===== config.mk =====
export PLATFORM = sky130hd
export DESIGN_NAME = wmbus_tx_frame_encoder
export DESIGN_NICKNAME = d
export VERILOG_FILES = /design/src/wtfe_pkg.sv /design/src/wtfe_step.sv /design/src/wmbus_tx_frame_encoder.sv
export SDC_FILE = /design/constraint.sdc
export NUM_CORES = 1
export LEC_CHECK = 0
export BUFFER_PORTS_ARGS = -buffer_cell sky130_fd_sc_hd__buf_2
export CAP_MARGIN = 20
export CORE_MARGIN = 1
export CORE_UTILIZATION = 48
export DETAILED_ROUTE_END_ITERATION = 6
export MAX_ROUTING_LAYER = met4
export PLACE_DENSITY = 0.82
export SKIP_LAST_GASP = 1
export SLEW_MARGIN = 20
export SYNTH_ARGS = -nofsm -noshare
export SYNTH_HDL_FRONTEND = slang
export SYNTH_HIERARCHICAL = 1
export SYNTH_SLANG_ARGS = --single-unit
export TNS_END_PERCENT = 20

===== constraint.sdc =====
create_clock -name clk -period 5.2 [get_ports clk]
set_input_delay 0.52 -clock clk [delete_from_list [all_inputs] [get_ports clk]]
set_output_delay 0.52 -clock clk [all_outputs]
set_load 0.01 [all_outputs]

===== src/wtfe_pkg.sv =====
// Package with the shared types, codes, constants and code tables of the frame encoder.
`default_nettype none

package wtfe_pkg;

    // Item actions.
    typedef enum logic [1:0] {
        ACT_START   = 2'd0,
        ACT_HEADER  = 2'd1,
        ACT_PAYLOAD = 2'd2,
        ACT_NONE    = 2'd3
    } action_t;

    // Coding modes; the unused code behaves as mode C.
    typedef enum logic [1:0] {
        MODE_S    = 2'd0,
        MODE_T    = 2'd1,
        MODE_C    = 2'd2,
        MODE_RSVD = 2'd3
    } mode_t;

    // Register indexes on the configuration port.
    typedef enum logic [1:0] {
        REG_CODING_MODE    = 2'd0,
        REG_FRAME_FORMAT_B = 2'd1,
        REG_PREAMBLE_EXTRA = 2'd2,
        REG_UNUSED         = 2'd3
    } reg_index_t;

    localparam int RES_MAX = 3;
    localparam int PADDR_W = 4;

    localparam logic [7:0]  PREAMBLE_BYTE = 8'h55;
    localparam logic [7:0]  POSTAMBLE_FULL = 8'h55;
    localparam logic [3:0]  POSTAMBLE_TAIL = 4'h5;
    localparam logic [8:0]  PREAMBLE_MIN = 9'd12;
    localparam logic [31:0] SYNC_S = 32'h5554_7696;
    localparam logic [31:0] SYNC_T = 32'h5555_543D;
    localparam logic [31:0] SYNC_C_A = 32'h543D_54CD;
    localparam logic [31:0] SYNC_C_B = 32'h543D_543D;
    localparam mode_t       CODING_MODE_RESET = MODE_C;

    // Input item.
    typedef struct packed {
        action_t    action;
        logic [7:0] payload_byte;
        logic       last_byte;
    } in_item_t;

    // Result item.
    typedef struct packed {
        logic [7:0] out_byte;
        logic       header_last;
        logic       frame_last;
    } out_item_t;

    // Configuration registers.
    typedef struct packed {
        mode_t      coding_mode;
        logic       frame_format_b;
        logic [7:0] preamble_extra;
    } cfg_t;

    // Frame state carried from item to item.
    typedef struct packed {
        logic [8:0] header_index;
        logic       header_done;
        logic [3:0] residual_nibble;
        logic       residual_valid;
        logic       frame_active;
    } enc_state_t;

    // Manchester code of one nibble.
    function automatic logic [7:0] manch_byte(input logic [3:0] nib);
        logic [7:0] code;
        case (nib)
            4'h0: code = 8'hAA;
            4'h1: code = 8'hA9;
            4'h2: code = 8'hA6;
            4'h3: code = 8'hA5;
            4'h4: code = 8'h9A;
            4'h5: code = 8'h99;
            4'h6: code = 8'h96;
            4'h7: code = 8'h95;
            4'h8: code = 8'h6A;
            4'h9: code = 8'h69;
            4'hA: code = 8'h66;
            4'hB: code = 8'h65;
            4'hC: code = 8'h5A;
            4'hD: code = 8'h59;
            4'hE: code = 8'h56;
            default: code = 8'h55;
        endcase
        return code;
    endfunction

    // Three-of-six codeword of one nibble.
    function automatic logic [5:0] six_code(input logic [3:0] nib);
        logic [5:0] code;
        case (nib)
            4'h0: code = 6'h16;
            4'h1: code = 6'h0D;
            4'h2: code = 6'h0E;
            4'h3: code = 6'h0B;
            4'h4: code = 6'h1C;
            4'h5: code = 6'h19;
            4'h6: code = 6'h1A;
            4'h7: code = 6'h13;
            4'h8: code = 6'h2C;
            4'h9: code = 6'h25;
            4'hA: code = 6'h26;
            4'hB: code = 6'h23;
            4'hC: code = 6'h34;
            4'hD: code = 6'h31;
            4'hE: code = 6'h32;
            default: code = 6'h29;
        endcase
        return code;
    endfunction

endpackage

`default_nettype wire


===== src/wtfe_step.sv =====
// Per-item encoding logic: next frame state and up to three result bytes.
`default_nettype none

module wtfe_step import wtfe_pkg::*;
(
    input  cfg_t                     cfg,
    input  enc_state_t               state,
    input  in_item_t                 item,
    output enc_state_t               state_next,
    output out_item_t [RES_MAX-1:0]  res,
    output logic [1:0]               res_cnt
);

    logic [8:0]  pre_len;
    logic [8:0]  hdr_ofs;
    logic [8:0]  hdr_index_sync;
    logic [1:0]  sync_k;
    logic [31:0] sync_sel;
    logic [7:0]  sync_byte;
    logic [11:0] t_word;

    // Header position and sync word selection.
    always_comb
    begin
        pre_len = PREAMBLE_MIN + {1'b0, cfg.preamble_extra};
        hdr_ofs = state.header_index - pre_len;
        sync_k  = (hdr_ofs > 9'd3) ? 2'd3 : hdr_ofs[1:0];
        hdr_index_sync = pre_len + {7'd0, sync_k} + 9'd1;
        case (cfg.coding_mode)
            MODE_S:  sync_sel = SYNC_S;
            MODE_T:  sync_sel = SYNC_T;
            default: sync_sel = cfg.frame_format_b ? SYNC_C_B : SYNC_C_A;
        endcase
        case (sync_k)
            2'd0:    sync_byte = sync_sel[31:24];
            2'd1:    sync_byte = sync_sel[23:16];
            2'd2:    sync_byte = sync_sel[15:8];
            default: sync_byte = sync_sel[7:0];
        endcase
        t_word = {six_code(item.payload_byte[7:4]), six_code(item.payload_byte[3:0])};
    end

    // Item decode, state update and result bytes.
    always_comb
    begin
        state_next = state;
        res        = '0;
        res_cnt    = 2'd0;
        case (item.action)
            ACT_START:
            begin
                state_next.header_index    = 9'd0;
                state_next.header_done     = 1'b0;
                state_next.residual_nibble = 4'd0;
                state_next.residual_valid  = 1'b0;
                state_next.frame_active    = 1'b1;
            end
            ACT_HEADER:
            begin
                if (state.frame_active && !state.header_done)
                begin
                    res_cnt = 2'd1;
                    if (state.header_index < pre_len)
                    begin
                        res[0].out_byte = PREAMBLE_BYTE;
                        state_next.header_index = state.header_index + 9'd1;
                    end
                    else
                    begin
                        res[0].out_byte    = sync_byte;
                        res[0].header_last = (sync_k == 2'd3);
                        state_next.header_index = hdr_index_sync;
                        if (sync_k == 2'd3)
                        begin
                            state_next.header_done = 1'b1;
                        end
                    end
                end
            end
            ACT_PAYLOAD:
            begin
                if (state.frame_active && state.header_done)
                begin
                    case (cfg.coding_mode)
                        MODE_S:
                        begin
                            res[0].out_byte   = manch_byte(item.payload_byte[7:4]);
                            res[1].out_byte   = manch_byte(item.payload_byte[3:0]);
                            res[1].frame_last = item.last_byte;
                            res_cnt = 2'd2;
                        end
                        MODE_T:
                        begin
                            if (state.residual_valid)
                            begin
                                // Pending nibble plus two codewords fill two bytes.
                                res[0].out_byte = {state.residual_nibble, t_word[11:8]};
                                res[1].out_byte = t_word[7:0];
                                res_cnt = 2'd2;
                                state_next.residual_valid  = 1'b0;
                                state_next.residual_nibble = 4'd0;
                                if (item.last_byte)
                                begin
                                    res[2].out_byte   = POSTAMBLE_FULL;
                                    res[2].frame_last = 1'b1;
                                    res_cnt = 2'd3;
                                end
                            end
                            else
                            begin
                                // One byte out, the low nibble stays pending.
                                res[0].out_byte = t_word[11:4];
                                res_cnt = 2'd1;
                                state_next.residual_valid  = 1'b1;
                                state_next.residual_nibble = t_word[3:0];
                                if (item.last_byte)
                                begin
                                    res[1].out_byte   = {t_word[3:0], POSTAMBLE_TAIL};
                                    res[1].frame_last = 1'b1;
                                    res_cnt = 2'd2;
                                    state_next.residual_valid  = 1'b0;
                                    state_next.residual_nibble = 4'd0;
                                end
                            end
                        end
                        default:
                        begin
                            res[0].out_byte   = item.payload_byte;
                            res[0].frame_last = item.last_byte;
                            res_cnt = 2'd1;
                        end
                    endcase
                    if (item.last_byte)
                    begin
                        state_next.frame_active = 1'b0;
                        state_next.header_done  = 1'b0;
                    end
                end
            end
            default:
            begin
                state_next = state;
            end
        endcase
    end

endmodule

`default_nettype wire


===== src/wmbus_tx_frame_encoder.sv =====
// Top level of the wireless meter bus transmit frame encoder.
//
//  Channel   | Signals                          | Content
//  ----------+----------------------------------+-------------------------------------
//  item      | item_valid, item_ready, item     | action, payload byte, last flag
//  result    | result_valid, result_ready, result | output byte, header and frame flags
//  config    | psel, penable, pwrite, paddr,    | coding mode, frame format,
//            | pwdata, prdata, pready           | extra preamble bytes
//
// Each accepted item is encoded in the cycle of its transfer and its zero to three result
// bytes are loaded into a three-entry result register.
// The result register drains one byte per cycle while result_ready is high, so items
// with one result each sustain one item per cycle; an item with n results holds the
// output until all n have left. A new item is taken while the last waiting byte leaves;
// reset sets frame state, result count and config registers to their reset values.
`default_nettype none

module wmbus_tx_frame_encoder import wtfe_pkg::*;
(
    input  wire logic               clk,
    input  wire logic               rst_n,
    input  wire logic               item_valid,
    output logic                    item_ready,
    input  wire in_item_t           item,
    output logic                    result_valid,
    input  wire logic               result_ready,
    output out_item_t               result,
    input  wire logic               psel,
    input  wire logic               penable,
    input  wire logic               pwrite,
    input  wire logic [PADDR_W-1:0] paddr,
    input  wire logic [31:0]        pwdata,
    output logic [31:0]             prdata,
    output logic                    pready
);

    cfg_t                     cfg_reg;
    cfg_t                     cfg_next;
    enc_state_t               state_reg;
    enc_state_t               state_step;
    enc_state_t               state_next;
    out_item_t [RES_MAX-1:0]  slot_reg;
    out_item_t [RES_MAX-1:0]  slot_next;
    out_item_t [RES_MAX-1:0]  step_res;
    logic [1:0]               step_cnt;
    logic [1:0]               cnt_reg;
    logic [1:0]               cnt_next;
    logic                     item_xfer;
    logic                     result_xfer;
    logic                     cfg_write;
    reg_index_t               cfg_index;

    // Configuration register writes and reads.
    assign pready    = 1'b1;
    assign cfg_write = psel && penable && pwrite;
    assign cfg_index = reg_index_t'(paddr[3:2]);

    always_comb
    begin
        cfg_next = cfg_reg;
        prdata   = 32'd0;
        unique case (cfg_index)
            REG_CODING_MODE:
            begin
                prdata = {30'd0, cfg_reg.coding_mode};
                if (cfg_write)
                begin
                    cfg_next.coding_mode = mode_t'(pwdata[1:0]);
                end
            end
            REG_FRAME_FORMAT_B:
            begin
                prdata = {31'd0, cfg_reg.frame_format_b};
                if (cfg_write)
                begin
                    cfg_next.frame_format_b = pwdata[0];
                end
            end
            REG_PREAMBLE_EXTRA:
            begin
                prdata = {24'd0, cfg_reg.preamble_extra};
                if (cfg_write)
                begin
                    cfg_next.preamble_extra = pwdata[7:0];
                end
            end
            default:
            begin
                prdata = 32'd0;
            end
        endcase
    end

    always_ff @(posedge clk or negedge rst_n)
    begin
        if (!rst_n)
        begin
            cfg_reg.coding_mode    <= CODING_MODE_RESET;
            cfg_reg.frame_format_b <= 1'b0;
            cfg_reg.preamble_extra <= 8'd0;
        end
        else
        begin
            cfg_reg <= cfg_next;
        end
    end

    // Encoding of the item in transfer.
    wtfe_step u_step (
        .cfg        (cfg_reg),
        .state      (state_reg),
        .item       (item),
        .state_next (state_step),
        .res        (step_res),
        .res_cnt    (step_cnt)
    );

    // Handshake: room exists once the result register is empty or about to be.
    assign result_valid = (cnt_reg != 2'd0);
    assign result       = slot_reg[0];
    assign result_xfer  = result_valid && result_ready;
    assign item_ready   = (cnt_reg == 2'd0) || ((cnt_reg == 2'd1) && result_ready);
    assign item_xfer    = item_valid && item_ready;
    assign state_next   = item_xfer ? state_step : state_reg;

    // Result register: shift out on a transfer, load a new group of bytes.
    always_comb
    begin
        slot_next = slot_reg;
        cnt_next  = cnt_reg;
        if (result_xfer)
        begin
            slot_next[0] = slot_reg[1];
            slot_next[1] = slot_reg[2];
            cnt_next     = cnt_reg - 2'd1;
        end
        if (item_xfer && (step_cnt != 2'd0))
        begin
            slot_next = step_res;
            cnt_next  = step_cnt;
        end
    end

    always_ff @(posedge clk or negedge rst_n)
    begin
        if (!rst_n)
        begin
            state_reg <= '0;
            cnt_reg   <= 2'd0;
        end
        else
        begin
            state_reg <= state_next;
            cnt_reg   <= cnt_next;
        end
    end

    always_ff @(posedge clk)
    begin
        slot_reg <= slot_next;
    end

`ifndef SYNTHESIS
    // A header item in an open frame always leaves a byte waiting.
    assert property (@(posedge clk) disable iff (!rst_n)
        (item_xfer && (item.action == ACT_HEADER) && state_reg.frame_active
            && !state_reg.header_done) |=> result_valid)
    else $error("header item produced no result byte");

    // A sync byte never closes the frame.
    assert property (@(posedge clk) disable iff (!rst_n)
        result_valid |-> !(result.header_last && result.frame_last))
    else $error("result marks both header end and frame end");

    // A start item opens a clean frame.
    assert property (@(posedge clk) disable iff (!rst_n)
        (item_xfer && (item.action == ACT_START)) |=>
            (state_reg.frame_active && !state_reg.header_done
                && !state_reg.residual_valid && (state_reg.header_index == 9'd0)))
    else $error("start item did not reset the frame state");
`endif

endmodule

`default_nettype wire


After elaboration in Yosys (flattened, before gate mapping)
Memories as Yosys holds them, arrays and structs flattened.
Index checks and enable logic that the tools add are counted.
{"block": "word_totals", "reg_bits": 56, "romBits": 448, "inputBits": 54, "output_inout_bits": 45, "word_cells": 122, "mem_count": 4}
{"block": "op_classes", "n_addsub": 6, "order_cmp": 2, "eq_ne": 15, "n_mux": 49, "reduce_logical": 30}
{"memory": "(name not given)", "depth": 16, "word_bits": 8, "read_ports": 1, "rd_clocked_by_memory_dff": 0, "write_ports": 0, "line": "wtfe_pkg.sv:76", "source": "case (nib)"}
{"memory": "(name not given)", "depth": 16, "word_bits": 8, "read_ports": 1, "rd_clocked_by_memory_dff": 0, "write_ports": 0, "line": "wtfe_pkg.sv:76"}
{"memory": "(name not given)", "depth": 16, "word_bits": 6, "read_ports": 1, "rd_clocked_by_memory_dff": 0, "write_ports": 0, "line": "wtfe_pkg.sv:100", "source": "case (nib)"}
{"memory": "(name not given)", "depth": 16, "word_bits": 6, "read_ports": 1, "rd_clocked_by_memory_dff": 0, "write_ports": 0, "line": "wtfe_pkg.sv:100"}
{"op": "$pmux W32 S2", "count": 1}
{"op": "$mux W8", "count": 7}
{"op": "$pmux W8 S2", "count": 3}
{"op": "$pmux W8 S3", "count": 2}
{"op": "$mux W20", "count": 2}
{"op": "$mux W9", "count": 3}
{"op": "$add A9 B1 Y9 const B", "count": 2}
{"op": "$pmux W9 S2", "count": 1}
{"op": "$mux W5", "count": 3}
{"op": "$mux W7", "count": 2}
{"op": "$mux W1", "count": 13}
{"op": "$mux W2", "count": 6}
{"op": "$pmux W6 S2", "count": 1}
{"op": "$reduce_and A4 Y1", "count": 3}
{"op": "$eq A2 B1 Y1 const B", "count": 5}
{"op": "$logic_not A2 Y1", "count": 5}
{"op": "$mux W10", "count": 1}
{"op": "$reduce_bool A2 Y1", "count": 5}
{"op": "$add A4 B8 Y9 const A", "count": 1}
{"op": "$add A9 B2 Y9", "count": 1}
{"op": "$gt A9 B2 Y1 const B", "count": 1}
{"op": "$lt A9 B9 Y1", "count": 1}
{"op": "$sub A9 B9 Y9", "count": 1}
{"op": "$eq A2 B2 Y1 const B", "count": 4}
{"op": "14 further kinds", "count": 28}

Longest topological paths before layout
Gate-level depths: netlist of run 1.
{"block": "logic_depth", "depth_word": 10, "depth_mapped": 20, "depth_no_buf": 18}

Modules after synthesis
Netlist of run 1, hierarchy kept.
{"mod": "wmbus_tx_frame_encoder", "n_inst": 1, "cells_per_inst": 182, "area_each_um2": 2805.2, "seq_area_each_um2": 1627.8}
{"mod": "wtfe_step", "n_inst": 1, "cells_per_inst": 380, "area_each_um2": 2381.0, "seq_area_each_um2": 0.0}

Worst setup path after synthesis of run 1
OpenSTA, ideal clock, no wires.
{"block": "synth_path", "path_kind": "flip-flop to flip-flop", "start": "reg cfg_reg[2] in the netlist's numbering", "end": "reg state_reg[11] in the netlist's numbering", "setup_ns": 0.125, "arrival_ns": 3.875, "required_ns": 5.075, "path_slack_ns": 1.200, "stages_incl_launch_ff": 20, "n_path_buf": 1, "synth_period_minus_slack_ns": 4.000, "path_cell_list": "dfrtp_1 inv_1 ha_1 nor2_1 xnor2_1 ha_1 nand2b_1 o32ai_1 a221oi_1 nor4b_1 o2111a_2 buf_6 nand2_1 fa_1 nand2b_1 xnor2_1 mux2i_1 o211ai_1 nand2_1 mux2_2"}
{"item": "start, declared", "line": "wmbus_tx_frame_encoder.sv:37", "source": "cfg_t cfg_reg;"}
{"item": "start signal, assigned", "line": "wmbus_tx_frame_encoder.sv:104", "source": "cfg_reg <= cfg_next;"}
{"item": "end signal, assigned", "line": "wmbus_tx_frame_encoder.sv:153", "source": "state_reg <= state_next;"}
{"item": "end, declared", "line": "wmbus_tx_frame_encoder.sv:39", "source": "enc_state_t state_reg;"}

==> results summary, run 1 <==
The final estimated routing congestion in global placement is just under 1. The TritonCTS sink count is 59. In the synthesized netlist, the number of instances is 562. Among all cell types in the netlist, the one instantiated most often is nor2_1. The antenna diode count came out at 0. The launching point of the worst reg2reg path is cfg_reg[2]. Detailed routing inserted a total of about 4300 vias. The worst-case hold slack is 200 ps. The latest clock arrival within the worst-skew pair is about 360 ps. The endpoint identified for the worst register-to-register timing path is state_reg[11]. The net switching power is around 0.00084 W.

The share of the clock period used by the worst path after layout came out at 0.916. The ratio of total power to cell area came out at 373 nW/um^2. The aggregate global routing overflow is 0. Headroom to the max-slew limit came out at 0.349.

The setup slack of the worst register-to-register path came out at approximately 440 ps. The count of input and output buffers came out at 47. Buffers inserted during clock tree synthesis total 9.

The clock skew is approximately 10 ps. The switching portion of total power came out at 0.420. Post-CTS timing repair inserted 0 buffers for setup. The overall power of the completed layout came out at between 0.002 and 0.0025 W.

The overall routed net length is around 12 mm. The pin count of the biggest net entering global routing came out at 31. The shortest period the worst path allows is 4760 ps. The total standard cell area after synthesis is just over 5000 sq um. The number of flip-flops in the largest register is 20. The longest clock path from root to sink contains 2 buffers. The data required time of the worst path is roughly 5500 ps. Across the VDD grid, the largest voltage drop is 0.186 mV. The share of power burned in the clock network came out at 0.179. In the final layout, the share of cells above drive strength 1 is 0.223. The signal arrival time at the worst endpoint is 5010 ps. Adding up every negative setup slack in the final design gives 0 ps. The clock tree root driver cell is clkbuf_8.

Gates resized during post-CTS repair numbered 0. The critical path ends at state_reg[11]. Pin placement for this block handled 99 I/O pins.

The tool flagged a number of max-cap violations equal to 0. The worst setup path is of the reg2reg kind. The floorplan step defined a die boundary enclosing around 11000 sq um.

Timing would allow up to roughly 0.21 GHz. The share of total power dissipated in sequential elements is 0.351. The number of register bits inferred by synthesis is between 50 and 60. Dividing the detail-routed via count by the number of cells gives 5.97.

Clock-pin slew was measured on the worst setup and hold paths at roughly 70 ps. During synthesis, Yosys emitted a total of 6 warnings. The class of the worst hold path is in2async. The footprint of the multi-input gates came out at about 3100 sq um. Setup repair after global routing left no endpoint under its margin. The internal power consumption came out at 0.00116 W. The overall die width came out at 106 um. By count the netlist is led by 51 x nor2_1, 47 x buf_4, 43 x nand2_1.

By area the synthesized netlist is led by edfxtp_1 17%, dfrtp_1 14%, buf_4 6.8%, mux2_2 6.3%, mux2_4 5.8%. Across every metal layer, demand over resource in global routing totals 0.221. The async set-reset flop share out of synthesis came out at 0.492. Of all cell types, the one taking the most synthesized area is edfxtp_1. STA classifies the critical path endpoint as a flip-flop. The final setup violation count is 0. The register cell area after layout came out at about 1600 sq um. The count of antenna-violating nets left after detailed routing came out at 0. The number of max-slew violations in the final report is 0. Yosys mapped a number of flops with a built-in enable equal to 30. The number of unique standard cell types used by synthesis came out at between 70 and 80.

The number of global-route vias before repair was just under 4000. TritonCTS built the clock tree. The number of cells after detailed placement came out at approximately 700.

The H-tree level count is 3. The layout has around 900 filler cells. The run finished with clean final reports. The HPWL after detailed placement is around 8.6 mm. For this run, the leading register cell type out of synthesis is edfxtp_1. The global-route wire length before repair came out at approximately 19 mm. The number of iterations in the first detailed-routing pass is 6. The count of endpoints failing hold in the final timing report is 0.

The floorplan has 37 rows. In this run the worst setup path begins at cfg_reg[2]. The floorplan core area came out at about 10000 sq um. The average wire per standard cell is approximately 16 um. In this run the worst path has a maximum fanout of 11.

The critical path launch point type is a flip-flop. The number of antenna violations at the first check in global routing came out at 0. The top cell type's share of synthesized area is 0.174. The die extent in y came out at 106 um. The post-synthesis sequential area ratio is 0.314. The part of the power in combinational logic is 0.470. The cts-stage hold buffer count is 0.

The post-synthesis to final-layout area growth came out at 3.52%. The final standard cell count with taps included and fillers excluded came out at a little over 700. The actual slew at the worst max-slew pin came out at around 1000 ps. The initial core utilization came out at 0.498. The utilization after layout is 0.515.

The number of remaining DRC errors came out at 0. The number of DRC markers in iteration 0 is ~400. The final net count is 651.

The number of cell instances on the worst register-to-register path came out at 18. For this design the static power due to leakage is 2.33 nW. The per-instance average area after synthesis is between 9 and 10 sq um.
-- how the worst min path moves through the flow --
stage | startpoint | cells past startpoint | to | slack, ps
final | rst_n | 1 | cnt_reg[1] | 200
after global routing | rst_n | 1 | cnt_reg[1] | 250
after CTS | rst_n | 1 | cnt_reg[1] | 220
after detailed placement | state_reg[3] | 1 | state_reg[3] | 530
after global placement | state_reg[3] | 1 | state_reg[3] | 520
after floorplan | rst_n | 0 | cfg_reg[0] | 220
-- routing by layer --
layer / share of wire / routed length [um] / track usage / vias to the layer above
met5: 0 / 0 / - / -
met4: 0.023 / 270 / 0.0863 / 0
li1: - / - / - / 1989
met3: 0.063 / 742 / 0.0435 / 33
met2: 0.47 / 5530 / 0.349 / 205
met1: 0.44 / 5190 / 0.280 / 2045
-- critical path: stages (launching register included) --
cell and delay [ps]:
dfrtp_1 560, inv_1 110, ha_1 270, nor2_1 150
xnor2_1 220, ha_1 380, nand2b_1 130, o32ai_1 100
a221oi_1 240, nor4b_1 360, o2111a_2 430, nand2_1 200
fa_1 480, nand2b_1 180, xnor2_1 180, mux2i_1 130
o211ai_1 210, nand2_1 60, mux2_2 250
-- cell usage in the layout, fill, tap and decap left out, types with 10 or more instances in the layout --
| cell | instances |
|---|---|
| nor2_1 | 51 |
| buf_2 | 47 |
| nand2_1 | 43 |
| a21oi_1 | 32 |
| conb_1 | 31 |
| edfxtp_1 | 30 |
| mux2_2 | 29 |
| dfrtp_1 | 28 |
| inv_1 | 24 |
| o21ai_0 | 22 |
| ha_1 | 21 |
| mux2_4 | 20 |
| nand3_1 | 15 |
| xnor2_1 | 10 |
-- metrics by stage --
stage | setup slack (ps) | area (sq um)
6_report | 439 | 5370
4_1_cts | 492 | 5370
3_3_place_gp | 615 | 5210
2_1_floorplan | 1200 | 5290
3_5_place_dp | 487 | 5210
5_1_grt | 149 | 5370
-- cells by family (layout without fill, tap and decap cells) --
group | after synthesis | after routing | share of synthesized area
compound gates | 135 | 135 | 0.187
xor+xnor | 14 | 14 | 0.0251
fa+ha+maj | 26 | 26 | 0.0647
buf+inv | 99 | 88 | 0.112
flops | 59 | 59 | 0.314
mux | 56 | 56 | 0.134
other cells | 3 | 31 | 0.00217
simple gates | 170 | 170 | 0.161
-- power by group through the flow --
stage          combinational [W]  clock [W]  sequential (W)
3_3_place_gp            0.000881          0        0.000705
4_1_cts                 0.000924   0.000366        0.000701
6_report                0.000941   0.000360        0.000703
2_1_floorplan           0.000800          0        0.000660
3_5_place_dp            0.000919          0        0.000711
5_1_grt                  0.00103   0.000383        0.000720
-- cell type report --
cell class	count	area share
inverters	25	0.0175
flip-flops and latches	59	0.303
clock buffers	10	0.0238
repair buffers	47	0.0438
multi-input cells	432	0.574
clock inverters	6	0.00629
well taps	136	0.0317
Note: power is estimated with default switching activity, not from simulation.
==> run 2: changes to the inputs <==
--- a/config.mk
+++ b/config.mk
@@ -11,7 +11,7 @@
 export CORE_UTILIZATION = 48
 export DETAILED_ROUTE_END_ITERATION = 6
 export MAX_ROUTING_LAYER = met4
-export PLACE_DENSITY = 0.82
+export PLACE_DENSITY = 0.84
 export SKIP_LAST_GASP = 1
 export SLEW_MARGIN = 20
 export SYNTH_ARGS = -nofsm -noshare
==> constraint.sdc (replaced) <==
create_clock -name clk -period 3.9 [get_ports clk]
set_input_delay 0.39 -clock clk [delete_from_list [all_inputs] [get_ports clk]]
set_output_delay 0.39 -clock clk [all_outputs]
set_load 0.01 [all_outputs]
==> results summary, run 2 (synthesis gave the netlist of run 1 again) <==
The run finished with clean final reports. The data required time of the worst path is roughly 4100 ps. The clock-pin slew on the worst setup and hold paths came out at roughly 70 ps.

At the end of routability-driven placement, the weighted congestion stood at between 0.9 and 1. Clock tree synthesis found a total of 59 sinks. The maximum clock frequency is between 0.2 and 0.3 GHz. The overall routed net length came out at between 10 and 15 mm.

The share of the clock period used by the worst path after layout came out at 0.986. The boundary pin count is about 100. For the worst flop-to-flop path, the logic depth is 16. The die area came out at 11200 sq um.

The number of maximum-capacitance violations is 0. The critical path contains buffers and inverters numbering 2 combined. In this run the remaining antenna-violating nets after routing total 0. The overall die width is between 100 and 150 um.

The class of the worst hold path is in2async. Summed over all layers, the global routing overflow is 0. The clock tree from TritonCTS is done. The leakage component of the power came out at about 2.5 nW.

The largest single stage delay on the critical path is 550 ps. The antenna diode count is 0. The proportion of layout cells with a drive suffix above 1 came out at 0.300.

The launching point of the worst reg2reg path is state_reg[7]. The tree is rooted in a clkbuf_8. The die extent in y came out at approximately 110 um.

The worst pin sits at a relative slew slack of 0.524. The latest clock arrival within the worst-skew pair came out at 340 ps. The floorplan core area came out at roughly 10000 sq um.

The number of remaining DRC errors is 0. The setup TNS after final layout came out at 0 ps. The number of max-slew violations in the final report is 0.

The H-tree level count is 3. The count of endpoints failing hold in the final timing report is 0. STA classifies the critical path endpoint as a flip-flop. The initial core utilization is 0.498. The ratio of total power to cell area came out at approximately 520 nW/um^2. The number of DRC markers in iteration 0 came out at approximately 350. Leaving out fill and tap cells, the most frequent cell in the layout is nor2_1. The final setup violation count came out at 0.

The number of global-route vias before repair is just under 4000. The deepest clock path buffer count is 2. The peak supply drop came out at about 0.23 mV. Traced cell by cell, the critical path runs through inv_1 -> ha_1 -> inv_1 -> fa_1 -> or4b_1 -> o21ai_0 -> a221oi_2 -> nor4b_4 -> o2111a_2 -> nand2_2 -> ha_1 -> nor3_1 -> a211oi_2 -> nand4_1 -> a31o_2 -> mux2_2. At the worst endpoint, the arrival time is slightly above 4000 ps. The number of iterations in the first detailed-routing pass came out at 5. The HPWL after detailed placement came out at around 8.9 mm.

In the layout the commonest cells are 50 x nor2_1, 47 x buf_2, 42 x nand2_1, 32 x a21oi_1, 31 x conb_1. The utilization after layout is 0.556. The global-route usage over all layers is 0.229. The cts-stage hold buffer count came out at 0.

The critical path is of the reg2reg type. The number of CTS-inserted buffers came out at 9. The maximum fanout count along the critical path came out at 5. The critical path launch point type is a flip-flop.

The pin count of the biggest net entering global routing came out at 31. Setup repair after global routing could not meet its margin everywhere. On the critical path the largest part of the delay comes from compound AO/OA/AOI/OAI gates. The average wire per standard cell is about 16 um. The floorplan row count is 37.

The final net count came out at about 680. The clock skew is roughly 7.4 ps. The number of vias in the routed layout came out at approximately 4300. The post-synthesis to final-layout area growth came out at 11.6%.

The worst register-to-register path ends at state_reg[14]. The count of buffers added on input and output ports is between 40 and 50. The actual slew at the worst max-slew pin came out at about 700 ps. The number of antenna violations at the first check in global routing came out at 0. The ratio of routed vias to standard cells came out at between 5 and 6.

The global-route wire length before repair came out at about 20 mm. The number of flip-flops in the largest register is 20. The setup slack of the worst register-to-register path is between 50 and 60 ps. The slowest stage of the critical path is the or4b_1 cell. The shortest period the worst path allows came out at between 3000 and 4000 ps.
[run 2: repair_timing]
item | CTS | global route
pin swaps | 5 | 9
cloned | 0 | 0
buffers inserted | 3 | 1
endpoints found under the setup margin | 6 | 8
resized for setup | 7 | 17
[run 2: worst max-delay path by stage]
stage                             from  depth (start not counted)  slack (ps)       endpoint
after floorplan             cfg_reg[2]                         19          20  state_reg[11]
after global placement      cfg_reg[2]                         16         -60  state_reg[11]
after detailed placement    cfg_reg[2]                         16        -220  state_reg[11]
after CTS                   cfg_reg[3]                         18           1  state_reg[11]
after global routing      state_reg[7]                         16        -150  state_reg[14]
final                     state_reg[7]                         16          50  state_reg[14]
[run 2: layer usage]
metal,up-vias,GRT usage,part of all wire
li1,2046,-,-
met1,2037,0.292,0.42
met2,211,0.372,0.49
met3,29,0.0435,0.067
met4,0,0.0685,0.019
met5,-,-,0
[run 2: worst register-to-register path, stage by stage, from the launching register on]
cell and delay (ps):
dfrtp_1 420, inv_1 120, ha_1 180, inv_1 60, fa_1 420, or4b_1 550, o21ai_0 140, a221oi_2 70
nor4b_4 150, o2111a_2 170, nand2_2 110, ha_1 170, nor3_1 60, a211oi_2 430, nand4_1 170, a31o_2 260
mux2_2 260
[run 2: report_power, final]
| group | switching [W] | total [W] | internal [W] |
|---|---|---|---|
| registers | 0.000124 | 0.000912 | 0.000789 |
| clock network | 0.000265 | 0.000557 | 0.000292 |
| logic | 0.000832 | 0.00153 | 0.000698 |
[run 2: final cells by class]
class | instances | area (sq um)
flip-flops and latches | 59 | 1630
well taps | 136 | 170
inverters | 25 | 93.8
multi-input cells | 432 | 3230
clock inverters | 7 | 68.8
clock buffers | 9 | 124
repair buffers | 78 | 475
fillers | 911 | 4630
[run 2: stage by stage]
step	worst slack (ps)	hold slack [ps]	instance area [sq um]	instances	power, W
after global routing	-145	146	5790	746	0.00319
after floorplan	18.2	94.4	5300	590	0.00195
final	54.1	96.8	5790	746	0.00300
after CTS	1.42	115	5680	745	0.00290
after detailed placement	-224	484	5420	726	0.00229
after global placement	-55.9	470	5420	726	0.00223
